File: src/hw/rtl/rpf_pkg.sv
// shared types, codes and the crc step of the radio packet framer
package rpf_pkg;

    // input commands
    localparam logic [2:0] CMD_LISTEN   = 3'd0;
    localparam logic [2:0] CMD_RX_BYTE  = 3'd1;
    localparam logic [2:0] CMD_TX_SPACE = 3'd2;
    localparam logic [2:0] CMD_SENT     = 3'd3;
    localparam logic [2:0] CMD_LOAD     = 3'd4;
    localparam logic [2:0] CMD_START    = 3'd5;
    localparam logic [2:0] CMD_CAN_SEND = 3'd6;
    localparam logic [2:0] CMD_READ     = 3'd7;

    // framer phases
    localparam logic [2:0] PH_IDLE = 3'd0;
    localparam logic [2:0] PH_RECV = 3'd1;
    localparam logic [2:0] PH_DATA = 3'd2;
    localparam logic [2:0] PH_CRC1 = 3'd3;
    localparam logic [2:0] PH_CRC2 = 3'd4;
    localparam logic [2:0] PH_TAIL = 3'd5;
    localparam logic [2:0] PH_DONE = 3'd6;

    // requested radio modes
    localparam logic [1:0] MODE_STANDBY  = 2'd0;
    localparam logic [1:0] MODE_RECEIVER = 2'd1;
    localparam logic [1:0] MODE_TRANSMIT = 2'd2;

    // register indexes
    localparam logic REG_NODE_ID  = 1'b0;
    localparam logic REG_GROUP_ID = 1'b1;

    localparam logic [15:0] CRC_SEED     = 16'hFFFF;
    localparam logic [15:0] CRC_POLY     = 16'hA001;
    localparam logic [7:0]  TAIL_BYTE    = 8'hAA;
    localparam logic [4:0]  BCAST_NODE   = 5'd31;
    localparam logic [7:0]  GROUP_RESET  = 8'd212;
    localparam logic [4:0]  NODE_RESET   = 5'd0;
    localparam logic [8:0]  HDR_OVERHEAD = 9'd5;
    // store entries 0..2 (group, header, length) live in flip-flops
    localparam int          REG_ENTRIES  = 3;

    // result transfer, radio_mode in the lowest bits
    typedef struct packed {
        logic       pad;
        logic       transmitting;
        logic [7:0] read_byte;
        logic       can_send;
        logic       crc_good;
        logic       packet_ready;
        logic [7:0] tx_byte;
        logic       tx_valid;
        logic [1:0] radio_mode;
    } t_result;

    function automatic logic [15:0] crc_byte(input logic [15:0] crc, input logic [7:0] b);
        logic [15:0] c;
        c = crc ^ {8'h00, b};
        for (int k = 0; k < 8; k++) begin
            c = c[0] ? ((c >> 1) ^ CRC_POLY) : (c >> 1);
        end
        return c;
    endfunction

endpackage

File: src/hw/rtl/rpf_store.sv
// packet store memory with per-entry valid bits and write-to-read forwarding
module rpf_store #(
    parameter int DEPTH = 68,
    parameter int IDX_W = 7
) (
    input  logic             i_clk,
    input  logic             i_rst_n,
    input  logic             i_wr_en,
    input  logic [IDX_W-1:0] i_wr_idx,
    input  logic [7:0]       i_wr_data,
    input  logic             i_rd_en,
    input  logic [IDX_W-1:0] i_rd_idx,
    output logic [7:0]       o_rd_data
);

    logic [7:0]       r_mem [DEPTH];
    logic [DEPTH-1:0] r_vld;
    logic [7:0]       r_rd_data;
    logic             r_rd_vld;
    logic             r_fwd;
    logic [7:0]       r_fwd_data;
    logic             same_idx;

    assign same_idx = i_wr_en && (i_wr_idx == i_rd_idx);

    always_ff @(posedge i_clk) begin
        if (i_wr_en) begin
            r_mem[i_wr_idx] <= i_wr_data;
        end
        if (i_rd_en) begin
            r_rd_data  <= r_mem[i_rd_idx];
            r_fwd_data <= i_wr_data;
        end
    end

    always_ff @(posedge i_clk) begin
        if (!i_rst_n) begin
            r_vld    <= '0;
            r_rd_vld <= 1'b0;
            r_fwd    <= 1'b0;
        end else begin
            if (i_wr_en) begin
                r_vld[i_wr_idx] <= 1'b1;
            end
            if (i_rd_en) begin
                r_rd_vld <= r_vld[i_rd_idx];
                r_fwd    <= same_idx;
            end
        end
    end

    // unwritten entries read as zero
    assign o_rd_data = r_fwd ? r_fwd_data : (r_rd_vld ? r_rd_data : 8'h00);

endmodule

File: src/hw/rtl/rpf_core.sv
// framer state, command decode, store access and output register
module rpf_core #(
    parameter int MAX_DATA = 66
) (
    input  logic                  i_clk,
    input  logic                  i_rst_n,
    input  logic [4:0]            i_node_id,
    input  logic [7:0]            i_group_id,
    input  logic                  i_s_tvalid,
    output logic                  o_s_tready,
    input  logic [31:0]           i_s_tdata,
    input  logic [2:0]            i_s_tuser,
    output logic                  o_m_tvalid,
    input  logic                  i_m_tready,
    output rpf_pkg::t_result      o_m_result
);

    localparam int STORE  = MAX_DATA + 5;
    localparam int FILL_W = $clog2(STORE + 1);
    localparam int MEM_D  = STORE - rpf_pkg::REG_ENTRIES;
    localparam int MEM_W  = $clog2(MEM_D);
    localparam int AW     = (FILL_W > 7) ? FILL_W : 7;

    // s1 item
    logic              r_s1v;
    logic [2:0]        r_cmd;
    logic [7:0]        r_db;
    logic [7:0]        r_hdr_in;
    logic [7:0]        r_len_in;
    logic [6:0]        r_idx;
    // framer state
    logic [2:0]        r_phase, n_phase;
    logic [FILL_W-1:0] r_fill, n_fill;
    logic [15:0]       r_crc, n_crc;
    logic [7:0]        r_b0, n_b0;
    logic [7:0]        r_b1, n_b1;
    logic [7:0]        r_b2, n_b2;
    // output register
    logic              r_ovalid;
    rpf_pkg::t_result  r_odata, n_res;

    logic              out_free, s1_fire, accept;
    logic              wr_en;
    logic [MEM_W-1:0]  wr_idx;
    logic [7:0]        wr_data;
    logic [7:0]        mem_byte;
    logic [AW-1:0]     s1_addr, in_addr;
    logic [7:0]        s1_byte;
    logic [FILL_W-1:0] fill_eff;
    logic              in_mem;
    logic [MEM_W-1:0]  rd_idx;
    logic [7:0]        slen;

    assign out_free   = !r_ovalid || i_m_tready;
    assign s1_fire    = r_s1v && out_free;
    assign o_s_tready = !r_s1v || out_free;
    assign accept     = i_s_tvalid && o_s_tready;

    // store read issued with the transfer, using the state the item will see
    assign fill_eff = s1_fire ? n_fill : r_fill;
    assign in_addr  = (i_s_tuser == rpf_pkg::CMD_READ) ? AW'(i_s_tdata[30:24]) : AW'(fill_eff);
    assign in_mem   = (in_addr >= AW'(rpf_pkg::REG_ENTRIES)) && (in_addr < AW'(STORE));
    assign rd_idx   = in_mem ? MEM_W'(in_addr - AW'(rpf_pkg::REG_ENTRIES)) : '0;

    rpf_store #(
        .DEPTH (MEM_D),
        .IDX_W (MEM_W)
    ) u_store (
        .i_clk     (i_clk),
        .i_rst_n   (i_rst_n),
        .i_wr_en   (wr_en && s1_fire),
        .i_wr_idx  (wr_idx),
        .i_wr_data (wr_data),
        .i_rd_en   (accept),
        .i_rd_idx  (rd_idx),
        .o_rd_data (mem_byte)
    );

    assign s1_addr = (r_cmd == rpf_pkg::CMD_READ) ? AW'(r_idx) : AW'(r_fill);
    assign slen    = (r_b2 > 8'(MAX_DATA)) ? 8'(MAX_DATA) : r_b2;

    always_comb begin
        if (s1_addr >= AW'(STORE)) begin
            s1_byte = 8'h00;
        end else if (s1_addr == AW'(0)) begin
            s1_byte = r_b0;
        end else if (s1_addr == AW'(1)) begin
            s1_byte = r_b1;
        end else if (s1_addr == AW'(2)) begin
            s1_byte = r_b2;
        end else begin
            s1_byte = mem_byte;
        end
    end

    always_comb begin
        logic [FILL_W-1:0] f;
        logic [7:0]        lc;
        n_phase = r_phase;
        n_fill  = r_fill;
        n_crc   = r_crc;
        n_b0    = r_b0;
        n_b1    = r_b1;
        n_b2    = r_b2;
        wr_en   = 1'b0;
        wr_idx  = '0;
        wr_data = r_db;
        n_res   = '0;
        f       = r_fill;
        lc      = r_len_in;
        if (r_cmd <= rpf_pkg::CMD_SENT && r_phase == rpf_pkg::PH_IDLE) begin
            n_fill  = '0;
            n_b2    = 8'h00;
            n_crc   = rpf_pkg::crc_byte(rpf_pkg::CRC_SEED, i_group_id);
            n_phase = rpf_pkg::PH_RECV;
        end else if (r_cmd == rpf_pkg::CMD_RX_BYTE && r_phase == rpf_pkg::PH_RECV) begin
            if (f == '0) begin
                n_b0 = i_group_id;
                f    = FILL_W'(1);
            end
            if (f < FILL_W'(STORE)) begin
                if (f == FILL_W'(1)) begin
                    n_b1 = r_db;
                end else if (f == FILL_W'(2)) begin
                    n_b2 = r_db;
                end else begin
                    wr_en  = 1'b1;
                    wr_idx = MEM_W'(f - FILL_W'(rpf_pkg::REG_ENTRIES));
                end
                f = f + FILL_W'(1);
            end
            n_crc  = rpf_pkg::crc_byte(r_crc, r_db);
            n_fill = f;
            if (9'(f) >= 9'(n_b2) + rpf_pkg::HDR_OVERHEAD || 9'(f) >= 9'(STORE)) begin
                n_phase = rpf_pkg::PH_IDLE;
                if (n_b2 > 8'(MAX_DATA)) begin
                    n_crc = 16'h0001;
                end
                if (!n_b1[6] || i_node_id == rpf_pkg::BCAST_NODE || n_b1[4:0] == i_node_id) begin
                    n_res.packet_ready = 1'b1;
                end
            end
        end else if (r_cmd == rpf_pkg::CMD_SENT && r_phase == rpf_pkg::PH_DONE) begin
            n_phase = rpf_pkg::PH_IDLE;
        end else if ((r_cmd == rpf_pkg::CMD_TX_SPACE || r_cmd == rpf_pkg::CMD_SENT) &&
                     r_phase >= rpf_pkg::PH_DATA && r_phase <= rpf_pkg::PH_TAIL) begin
            n_res.tx_valid = 1'b1;
            case (r_phase)
                rpf_pkg::PH_DATA: begin
                    n_crc         = rpf_pkg::crc_byte(r_crc, s1_byte);
                    n_res.tx_byte = s1_byte;
                    n_fill        = r_fill + FILL_W'(1);
                    if (9'(n_fill) > 9'(slen) + 9'd2) begin
                        n_phase = rpf_pkg::PH_CRC1;
                    end
                end
                rpf_pkg::PH_CRC1: begin
                    n_res.tx_byte = r_crc[7:0];
                    n_phase       = rpf_pkg::PH_CRC2;
                end
                rpf_pkg::PH_CRC2: begin
                    n_res.tx_byte = r_crc[15:8];
                    n_phase       = rpf_pkg::PH_TAIL;
                end
                default: begin
                    n_res.tx_byte = rpf_pkg::TAIL_BYTE;
                    n_phase       = rpf_pkg::PH_DONE;
                end
            endcase
        end else begin
            case (r_cmd)
                rpf_pkg::CMD_LOAD: begin
                    if (AW'(r_idx) < AW'(STORE)) begin
                        if (r_idx == 7'd0) begin
                            n_b0 = r_db;
                        end else if (r_idx == 7'd1) begin
                            n_b1 = r_db;
                        end else if (r_idx == 7'd2) begin
                            n_b2 = r_db;
                        end else begin
                            wr_en  = 1'b1;
                            wr_idx = MEM_W'(AW'(r_idx) - AW'(rpf_pkg::REG_ENTRIES));
                        end
                    end
                end
                rpf_pkg::CMD_START: begin
                    if (lc > 8'(MAX_DATA)) begin
                        lc = 8'(MAX_DATA);
                    end
                    n_b2    = lc;
                    n_b1    = r_hdr_in[6] ? r_hdr_in : {r_hdr_in[7:5], i_node_id};
                    n_crc   = rpf_pkg::crc_byte(rpf_pkg::CRC_SEED, i_group_id);
                    n_fill  = FILL_W'(1);
                    n_phase = rpf_pkg::PH_DATA;
                end
                rpf_pkg::CMD_CAN_SEND: begin
                    if (r_phase == rpf_pkg::PH_RECV && r_fill == '0) begin
                        n_phase        = rpf_pkg::PH_IDLE;
                        n_res.can_send = 1'b1;
                    end
                end
                rpf_pkg::CMD_READ: begin
                    n_res.read_byte = s1_byte;
                end
                default: begin
                end
            endcase
        end
        case (n_phase)
            rpf_pkg::PH_IDLE: n_res.radio_mode = rpf_pkg::MODE_STANDBY;
            rpf_pkg::PH_RECV: n_res.radio_mode = rpf_pkg::MODE_RECEIVER;
            default:          n_res.radio_mode = rpf_pkg::MODE_TRANSMIT;
        endcase
        n_res.crc_good     = (n_crc == 16'h0000);
        n_res.transmitting = (n_phase >= rpf_pkg::PH_DATA);
    end

    always_ff @(posedge i_clk) begin
        if (accept) begin
            r_cmd    <= i_s_tuser;
            r_db     <= i_s_tdata[7:0];
            r_hdr_in <= i_s_tdata[15:8];
            r_len_in <= i_s_tdata[23:16];
            r_idx    <= i_s_tdata[30:24];
        end
        if (s1_fire) begin
            r_odata <= n_res;
        end
    end

    always_ff @(posedge i_clk) begin
        if (!i_rst_n) begin
            r_s1v    <= 1'b0;
            r_ovalid <= 1'b0;
            r_phase  <= rpf_pkg::PH_IDLE;
            r_fill   <= '0;
            r_crc    <= 16'h0000;
            r_b0     <= 8'h00;
            r_b1     <= 8'h00;
            r_b2     <= 8'h00;
        end else begin
            if (accept) begin
                r_s1v <= 1'b1;
            end else if (s1_fire) begin
                r_s1v <= 1'b0;
            end
            if (s1_fire) begin
                r_ovalid <= 1'b1;
                r_phase  <= n_phase;
                r_fill   <= n_fill;
                r_crc    <= n_crc;
                r_b0     <= n_b0;
                r_b1     <= n_b1;
                r_b2     <= n_b2;
            end else if (i_m_tready) begin
                r_ovalid <= 1'b0;
            end
        end
    end

    assign o_m_tvalid = r_ovalid;
    assign o_m_result = r_odata;

`ifndef NO_ASSERTIONS
    a_fire_fills_out: assert property (@(posedge i_clk) disable iff (!i_rst_n)
        s1_fire |=> r_ovalid)
        else $error("s1 item lost on its way to the output register");
    a_fill_bound: assert property (@(posedge i_clk) disable iff (!i_rst_n)
        r_fill <= FILL_W'(STORE))
        else $error("fill count beyond store size");
    a_tx_in_transmit: assert property (@(posedge i_clk) disable iff (!i_rst_n)
        r_ovalid && r_odata.tx_valid |-> r_odata.transmitting)
        else $error("radio byte outside a transmit phase");
    a_can_send_idle: assert property (@(posedge i_clk) disable iff (!i_rst_n)
        r_ovalid && r_odata.can_send |-> r_odata.radio_mode == rpf_pkg::MODE_STANDBY)
        else $error("can-send without return to standby");
`endif

endmodule

File: src/hw/rtl/radio_packet_framer_top.sv
// top level of the radio packet framer: register port and stream channels
// Each command transfer yields exactly one result transfer. A new command is taken every cycle
// while results are taken. A command is held in the s1 register while the registered read of
// the packet store that starts with its transfer completes; its result is then loaded into the
// output register once that register is free, and the result transfer is made from there. A
// result left waiting holds the input after one more command. Store entries 0..2 are
// flip-flops, the rest a memory with one read and one write port whose valid bits are cleared
// by reset, so no clearing pass follows reset. Registers are to be written only while no
// command is in flight; the user must keep to this, the block itself does not enforce it.
module radio_packet_framer_top #(
    parameter int MAX_DATA = 66
) (
    input  logic        i_clk,
    input  logic        i_rst_n,
    input  logic        psel,
    input  logic        penable,
    input  logic        pwrite,
    input  logic [2:0]  paddr,
    input  logic [31:0] pwdata,
    output logic [31:0] prdata,
    output logic        pready,
    input  logic        s_axis_tvalid,
    output logic        s_axis_tready,
    // data_byte[7:0], header[15:8], length[23:16], index[30:24], zero[31]
    input  logic [31:0] s_axis_tdata,
    // command[2:0]
    input  logic [2:0]  s_axis_tuser,
    output logic        m_axis_tvalid,
    input  logic        m_axis_tready,
    // radio_mode[1:0], tx_valid[2], tx_byte[10:3], packet_ready[11], crc_good[12],
    // can_send[13], read_byte[21:14], transmitting[22], zero[23]
    output logic [23:0] m_axis_tdata
);

    logic [4:0]       r_node_id;
    logic [7:0]       r_group_id;
    logic             cfg_wr;
    rpf_pkg::t_result result;

    assign pready = 1'b1;
    assign cfg_wr = psel && penable && pwrite && pready;

    always_ff @(posedge i_clk) begin
        if (!i_rst_n) begin
            r_node_id  <= rpf_pkg::NODE_RESET;
            r_group_id <= rpf_pkg::GROUP_RESET;
        end else if (cfg_wr) begin
            case (paddr[2])
                rpf_pkg::REG_NODE_ID:  r_node_id  <= pwdata[4:0];
                rpf_pkg::REG_GROUP_ID: r_group_id <= pwdata[7:0];
                default: begin
                end
            endcase
        end
    end

    always_comb begin
        case (paddr[2])
            rpf_pkg::REG_NODE_ID:  prdata = {27'd0, r_node_id};
            rpf_pkg::REG_GROUP_ID: prdata = {24'd0, r_group_id};
            default:               prdata = 32'd0;
        endcase
    end

    rpf_core #(
        .MAX_DATA (MAX_DATA)
    ) u_core (
        .i_clk      (i_clk),
        .i_rst_n    (i_rst_n),
        .i_node_id  (r_node_id),
        .i_group_id (r_group_id),
        .i_s_tvalid (s_axis_tvalid),
        .o_s_tready (s_axis_tready),
        .i_s_tdata  (s_axis_tdata),
        .i_s_tuser  (s_axis_tuser),
        .o_m_tvalid (m_axis_tvalid),
        .i_m_tready (m_axis_tready),
        .o_m_result (result)
    );

    assign m_axis_tdata = result;

endmodule

File: config.mk
export PLATFORM = sky130hd
export DESIGN_NAME = radio_packet_framer_top
export DESIGN_NICKNAME = d
export VERILOG_FILES = /design/src/hw/rtl/rpf_pkg.sv /design/src/hw/rtl/rpf_store.sv /design/src/hw/rtl/rpf_core.sv /design/src/hw/rtl/radio_packet_framer_top.sv
export SDC_FILE = /design/constraint.sdc
export NUM_CORES = 1
export LEC_CHECK = 0
export BUFFER_PORTS_ARGS = -buffer_cell sky130_fd_sc_hd__clkbuf_2
export CAP_MARGIN = 20
export CELL_PAD_IN_SITES_DETAIL_PLACEMENT = 0
export CELL_PAD_IN_SITES_GLOBAL_PLACEMENT = 1
export CORE_MARGIN = 1
export CORE_UTILIZATION = 30
export DETAILED_ROUTE_END_ITERATION = 8
export PLACE_DENSITY = 0.56
export SLEW_MARGIN = 20
export SYNTH_ARGS = -nofsm -noshare
export SYNTH_HDL_FRONTEND = slang
export SYNTH_SLANG_ARGS = --single-unit
File: constraint.sdc
create_clock -name i_clk -period 15.59 [get_ports i_clk]
set_input_delay 4.677 -clock i_clk [delete_from_list [all_inputs] [get_ports i_clk]]
set_output_delay 4.677 -clock i_clk [all_outputs]
set_load 0.005 [all_outputs]
==> results.cfg, run 1 <==
[outcome]
status = completed

[run]
cap_violations = 0

[timing]
rsz0062_at_grt = no
fmax_mhz = 89.2
min_period_ns = 11.21
period_share = 0.719
hold_viol = 0
slew_headroom = 0.240
finalMaxSlewViolations = 0
setup_tns_ns = 0
setup_violations = 0
tightestPinTransition_ns = 1.14
finalClockSkew_ns = 0.0403

[logic_synthesis]
ys_ff_latch = 752
yosysUniqueCellTypes = 101
syn-cell-area_mm2 = 0.0341
synth_edf_count = 617
synth_cells = 2992
synth_ff_type = edfxtp_1
seq_area_frac_synth = 0.623
postSynth.asyncResetShare = 0
ys_warn_count = 0
synth_area_per_cell_um2 = 11.4

[floorplanning]
io_pins = 136
core_mm2 = 0.113
rows = 123
die_h_um = 339
start_util = 0.303
dieWidth_um = 339
dieArea_mm2 = 0.115

[grt]
grt_pass1_wl_um = 170000
gr-total-overflow = 0
grt_max_degree = 128
antenna_found_initial = 0
grt_usage = 0.199
grt_pass1_vias = 24200

[worst_setup_path]
timing.rr.end = u_core.u_store.r_rd_data[3]$_DFFE_PP_
slowest_delay_ns = 0.97
crit_fanout = 73
worst_setup_path_start_kind = input pin
arrival_ns = 11.51
cp_slowest_cell = ha_2
path_common_cell = buf_4
path_class = in -> reg
r2r_slack_ns = 7.15
crit_path_start = m_axis_tready
crit_end = u_core.u_store.r_rd_data[3]$_DFFE_PP_
required_ns = 15.89
reg2regPathDepth = 19
worstPathCellList = clkbuf_2, nand2b_1, nand2_1, inv_2, buf_4, o21ai_0, o22ai_4, buf_4, inv_2, buf_4, ha_2, clkinv_1, a2111oi_4, buf_12, nor2_1, buf_4, a22o_1, o311ai_1, a31oi_1
end_kind = flip-flop
reg2reg_from = u_core.r_fill[0]$_SDFF_PN0_

[finish]
drive_above_1_share = 0.108
n_antenna_cell = 0
final_cell_area_mm2 = 0.0388
regArea_mm2 = 0.0212
multiInputGateArea_mm2 = 0.0119
final_common_cell = edfxtp_1
area_delta_synth_final_pct = 13.9
final_nets = 3108
fillCellCount = 11200
final_cell_mix = edfxtp_1 (617), nand2_1 (414), nor2_1 (293), dfxtp_1 (135), nand3_1 (127)
fin_cells = 4579

[power]
p_leak_nw = 13.0
total_power_w = 0.00489
peakVddDrop_mv = 0.0862
powerDensity_mw_per_mm2 = 126

[routing]
wl_um = 117000
ant_nets = 0
dr.first_iter.drc_count = 1987
viasPerCell = 5.42
drtPass1Iterations = 5
wl_per_cell_um = 25.6
dr_total_vias = 24800
remaining_drc_errors = 0

[worst_hold_path]
hold_path.class = reg -> reg

[clock_network]
cts.clk_slew.worst_paths_ns = 0.06
holdBufCountCts = 0
clk_latency_ns = 0.65
numClockSinks = 752
root_buffer = clkbuf_16
cts_buffer_depth = 3
cts_made_buffers = 84
ctsResizeCount = 0
cts_setup_buffers = 0
h-tree-depth = 3
cts_tree = built

[placed_design]
dp_hpwl_um = 73300
placed_cells = 4422
postPlaceCellArea_mm2 = 0.0359
port_buffers = 82
place_congestion = 0.872
[worst max-delay path: cells and delay by family]
| kind | cells | cell delay, ns |
|---|---|---|
| simple gates | 3 | 0.36 |
| buf+inv | 9 | 3.07 |
| fa+ha+maj | 1 | 0.97 |
| compound gates | 6 | 2.26 |
[report_power, final]
group	leakage (nW)	switching [W]	internal (W)
clock network	1.41	0.000842	0.00124
registers	6.68	0.0000264	0.00220
logic	4.88	0.000409	0.000175
total	13.0	0.00128	0.00361
[through the flow]
| step | hold WS (ns) | util | setup slack [ns] |
|---|---|---|---|
| 6_report | 0.465 | 0.345 | 4.38 |
| 5_1_grt | 0.474 | 0.345 | 4.24 |
| 4_1_cts | 0.467 | 0.345 | 4.44 |
| 3_5_place_dp | 0.453 | 0.319 | 3.74 |
| 3_3_place_gp | 0.446 | 0.319 | 3.86 |
| 2_1_floorplan | 0.435 | - | 5.61 |
[worst min path at each step]
stage / startpoint / endpoint / cells after the start
floorplan: u_core.u_store.r_vld[51]$_SDFFE_PN0P_ / u_core.u_store.r_vld[51]$_SDFFE_PN0P_ / 2
global placement: u_core.u_store.r_vld[3]$_SDFFE_PN0P_ / u_core.u_store.r_vld[3]$_SDFFE_PN0P_ / 1
detailed placement: u_core.u_store.r_vld[11]$_SDFFE_PN0P_ / u_core.u_store.r_vld[11]$_SDFFE_PN0P_ / 1
CTS: u_core.u_store.r_vld[5]$_SDFFE_PN0P_ / u_core.u_store.r_vld[5]$_SDFFE_PN0P_ / 1
global route: u_core.u_store.r_vld[66]$_SDFFE_PN0P_ / u_core.u_store.r_vld[66]$_SDFFE_PN0P_ / 1
finish: u_core.u_store.r_vld[62]$_SDFFE_PN0P_ / u_core.u_store.r_vld[62]$_SDFFE_PN0P_ / 1
[cells by family (layout without fill, tap and decap cells)]
| logic type | Yosys count | count (layout) | share of synthesized area |
|---|---|---|---|
| flops | 752 | 752 | 0.623 |
| mux | 79 | 79 | 0.0238 |
| compound gates | 699 | 699 | 0.142 |
| other cells | 2 | 26 | 0.000220 |
| buf+inv | 252 | 315 | 0.0342 |
| fa+ha+maj | 23 | 23 | 0.00844 |
| simple gates | 1090 | 1090 | 0.143 |
| xor+xnor | 95 | 95 | 0.0252 |
[Yosys cell counts, types with 15 or more instances]
| cell type | count | share of area |
|---|---|---|
| o221ai_1 | 45 | 0.012 |
| nor3_1 | 79 | 0.012 |
| and3_1 | 26 | 0.0048 |
| xor2_1 | 34 | 0.0087 |
| xnor2_1 | 59 | 0.015 |
| or3_1 | 22 | 0.0040 |
| buf_1 | 16 | 0.0018 |
| nand2b_1 | 15 | 0.0028 |
| nor2_1 | 296 | 0.033 |
| dfxtp_1 | 135 | 0.079 |
| and2_1 | 17 | 0.0031 |
| o211ai_1 | 23 | 0.0051 |
| nand2_1 | 415 | 0.046 |
| edfxtp_1 | 617 | 0.54 |
| buf_2 | 65 | 0.0095 |
| buf_4 | 35 | 0.0077 |
| clkbuf_1 | 110 | 0.012 |
| o21a_1 | 55 | 0.012 |
| o21ai_0 | 113 | 0.017 |
| o22ai_1 | 51 | 0.0094 |
| a21oi_1 | 125 | 0.018 |
| a31oi_1 | 63 | 0.012 |
| inv_1 | 19 | 0.0021 |
| ha_1 | 23 | 0.0084 |
| a211oi_1 | 29 | 0.0064 |
| nand3_1 | 128 | 0.019 |
| mux2i_1 | 63 | 0.018 |
| a221oi_1 | 24 | 0.0062 |
| nand4_1 | 17 | 0.0031 |
[layout make-up]
type | instances | area share
flip-flops and latches | 752 | 0.547
multi-input cells | 2012 | 0.306
clock buffers | 104 | 0.0592
well taps | 1500 | 0.0483
repair buffers | 133 | 0.0214
clock inverters | 53 | 0.0160
inverters | 25 | 0.00242
[metal layers]
| layer | track usage | vias to the layer above | wire, um |
|---|---|---|---|
| met5 | 0 | - | 0 |
| met4 | 0.0700 | 0 | 3900 |
| li1 | - | 11200 | - |
| met1 | 0.259 | 12500 | 49900 |
| met3 | 0.0307 | 204 | 6780 |
| met2 | 0.334 | 878 | 56400 |
[registers in the layout, indices dropped and copies added, names as in the netlist, 8 cells and up]
name	flops
u_core.o_m_result	23
u_core.r_hdr_in	8
u_core.r_b2	8
u_core.r_crc	16
u_core.u_store.r_fwd_data	8
u_core.u_store.r_vld	68
u_core.u_store.r_rd_data	8
u_core.r_db	8
u_core.r_len_in	8
r_group_id	8
u_core.r_b0	8
u_core.r_b1	8
u_core.u_store.r_mem	544
Note: power is estimated with default switching activity, not from simulation.
==> run 2, diff against run 1 <==
--- a/config.mk
+++ b/config.mk
@@ -12,7 +12,7 @@
 export CORE_MARGIN = 1
 export CORE_UTILIZATION = 30
 export DETAILED_ROUTE_END_ITERATION = 8
-export PLACE_DENSITY = 0.56
+export PLACE_DENSITY = 0.58
 export SLEW_MARGIN = 20
 export SYNTH_ARGS = -nofsm -noshare
 export SYNTH_HDL_FRONTEND = slang
==> constraint.sdc (replaced) <==
create_clock -name i_clk -period 9.8 [get_ports i_clk]
set_input_delay 2.94 -clock i_clk [delete_from_list [all_inputs] [get_ports i_clk]]
set_output_delay 2.94 -clock i_clk [all_outputs]
set_load 0.005 [all_outputs]
==> run 2 against run 1 <==
Compared with the run above:
- non-clock buffer count up 11
- clock-buffer cell count grew 21
- die area did not move
- setup slack worse by 2.4 ns
- final area about the same
- power increased by 57%
- via count down 0.52%
- cell count is 0.26% higher
- sequential power rose by 59%
==> results.cfg, run 2 (synthesis results as in run 1) <==
[grt]
grt_usage = 0.200
top_usage_layer = met2
gr-total-overflow = 0
groute.layer.met1.usage = 0.273
grt_pass1_vias = 23700
use_met3 = 0.0278
grt_use_met2 = 0.329
grt_max_degree = 107
grt_pass1_wl_um = 170000
antenna_found_initial = 9

[clock_network]
cts_setup_buffers = 0
holdBufCountCts = 0
clk_latency_ns = 0.68
h-tree-depth = 3
root_buffer = clkbuf_16
ctsResizeCount = 0
cts_buffer_depth = 3
cts_tree = built
numClockSinks = 752
cts_made_buffers = 85
cts.clk_slew.worst_paths_ns = 0.06

[floorplanning]
rows = 123
dieWidth_um = 339
core_mm2 = 0.113
die_h_um = 339
io_pins = 136
dieArea_mm2 = 0.115
start_util = 0.303

[timing]
finalMaxSlewViolations = 0
finalClockSkew_ns = 0.0527
setup_tns_ns = 0
setup_violations = 0
fin_ws_ns = 1.99
period_share = 0.796
min_period_ns = 7.81
fmax_mhz = 128
tightestPinTransition_ns = 1.11
slew_headroom = 0.260
rsz0062_at_grt = no
hold_viol = 0

[placed_design]
dp_hpwl_um = 73100
place_congestion = 0.873
pre_cts_ws_ns = 1.33
port_buffers = 82

[worst_hold_path]
whs_path_depth = 1
hold_path.class = reg -> reg

[routing]
wl_per_cell_um = 25.6
dr.first_iter.drc_count = 2225
remaining_drc_errors = 0
dr_total_vias = 24700
drtPass1Iterations = 6
viasPerCell = 5.38
ant_nets = 0
wl_um = 118000

[finish]
largest_register_ffs = 544
final_common_cell = edfxtp_1
n_antenna_cell = 0
final_nets = 3120
drive_above_1_share = 0.107
finish.utilization = 0.345
final_cell_mix = edfxtp_1 (617), nand2_1 (414), nor2_1 (294), dfxtp_1 (135), nand3_1 (127)
regMostFlops = u_core.u_store.r_mem
area_delta_synth_final_pct = 13.9

[power]
p_leak_nw = 13.0
powerDensity_mw_per_mm2 = 197
peakVddDrop_mv = 0.125

[worst_setup_path]
path_class = in -> reg
end_kind = flip-flop
arrival_ns = 8.14
cp_slowest_cell = o41ai_1
slowest_delay_ns = 0.71
worstPathCellList = clkbuf_2, nor2b_1, nor3_1, o21ai_1, a221oi_1, o22ai_4, clkinv_2, ha_2, o21bai_1, a2111oi_4, a211oi_2, nand3_2, o221ai_1, o22ai_1, o41ai_1, a41oi_1
crit_fanout = 16
reg2regPathDepth = 15
worst_setup_path_start_kind = input pin
required_ns = 10.13

[run]
cap_violations = 0

[outcome]
status = completed
[run 2: cell count changes in the layout (fill, tap and decap cells not counted), sizes merged]
cell | before | now
clkinvlp | 5 | 2
buf | 52 | 63
clkbuf | 185 | 206
bufinv | 11 | 4
clkinv | 38 | 28
[run 2: final cells by class]
| cell class | count | area, um^2 |
|---|---|---|
| inverter | 25 | 95.1 |
| fill | 11300 | 73800 |
| timing repair buffer | 144 | 988 |
| multi-input combinational | 2012 | 11900 |
| clock inverter | 33 | 375 |
| sequential | 752 | 21200 |
| tap | 1500 | 1880 |
| clock buffer | 125 | 2420 |
[run 2: worst max-delay path, delay by kind of cell]
kind | cells | cell delay, ns
buf+inv | 2 | 0.16
fa+ha+maj | 1 | 0.22
simple gates | 3 | 1.16
compound gates | 10 | 3.63
[run 2: where the power goes]
group	total (W)	internal, W	switching, W	leakage (nW)
Sequential	0.00353	0.00350	0.0000398	6.68
Combinational	0.000941	0.000286	0.000655	4.96
Clock	0.00319	0.00183	0.00136	1.35
[run 2: metal layers]
layer	part of all wire	wire length (um)	up-vias
li1	-	-	11200
met1	0.44	52000	12400
met2	0.47	55700	815
met3	0.053	6230	206
met4	0.030	3530	2
met5	0.00011	13	-
[run 2: path summary, 6_finish.rpt]
| check | from | slack [ns] | endpoint |
|---|---|---|---|
| worst min register to register | u_core.u_store.r_vld[41]$_SDFFE_PN0P_ | 0.46 | u_core.u_store.r_vld[41]$_SDFFE_PN0P_ |
| worst max-delay path | m_axis_tready | 1.99 | u_core.u_store.r_rd_data[5]$_DFFE_PP_ |
| worst min-delay path | u_core.u_store.r_vld[41]$_SDFFE_PN0P_ | 0.46 | u_core.u_store.r_vld[41]$_SDFFE_PN0P_ |
| worst max register to register | u_core.r_cmd[2]$_DFFE_PP_ | 2.81 | u_core.u_store.r_rd_data[5]$_DFFE_PP_ |
[run 2: stage by stage]
stage	power, W	hold WS (ns)	area (um^2)	instances
global route	0.00792	0.475	38800	4591
CTS	0.00773	0.466	38800	4591
detailed placement	0.00454	0.453	36100	4433
global placement	0.00454	0.447	36100	4433
finish	0.00767	0.463	38800	4591
floorplan	0.00417	0.435	34200	3016
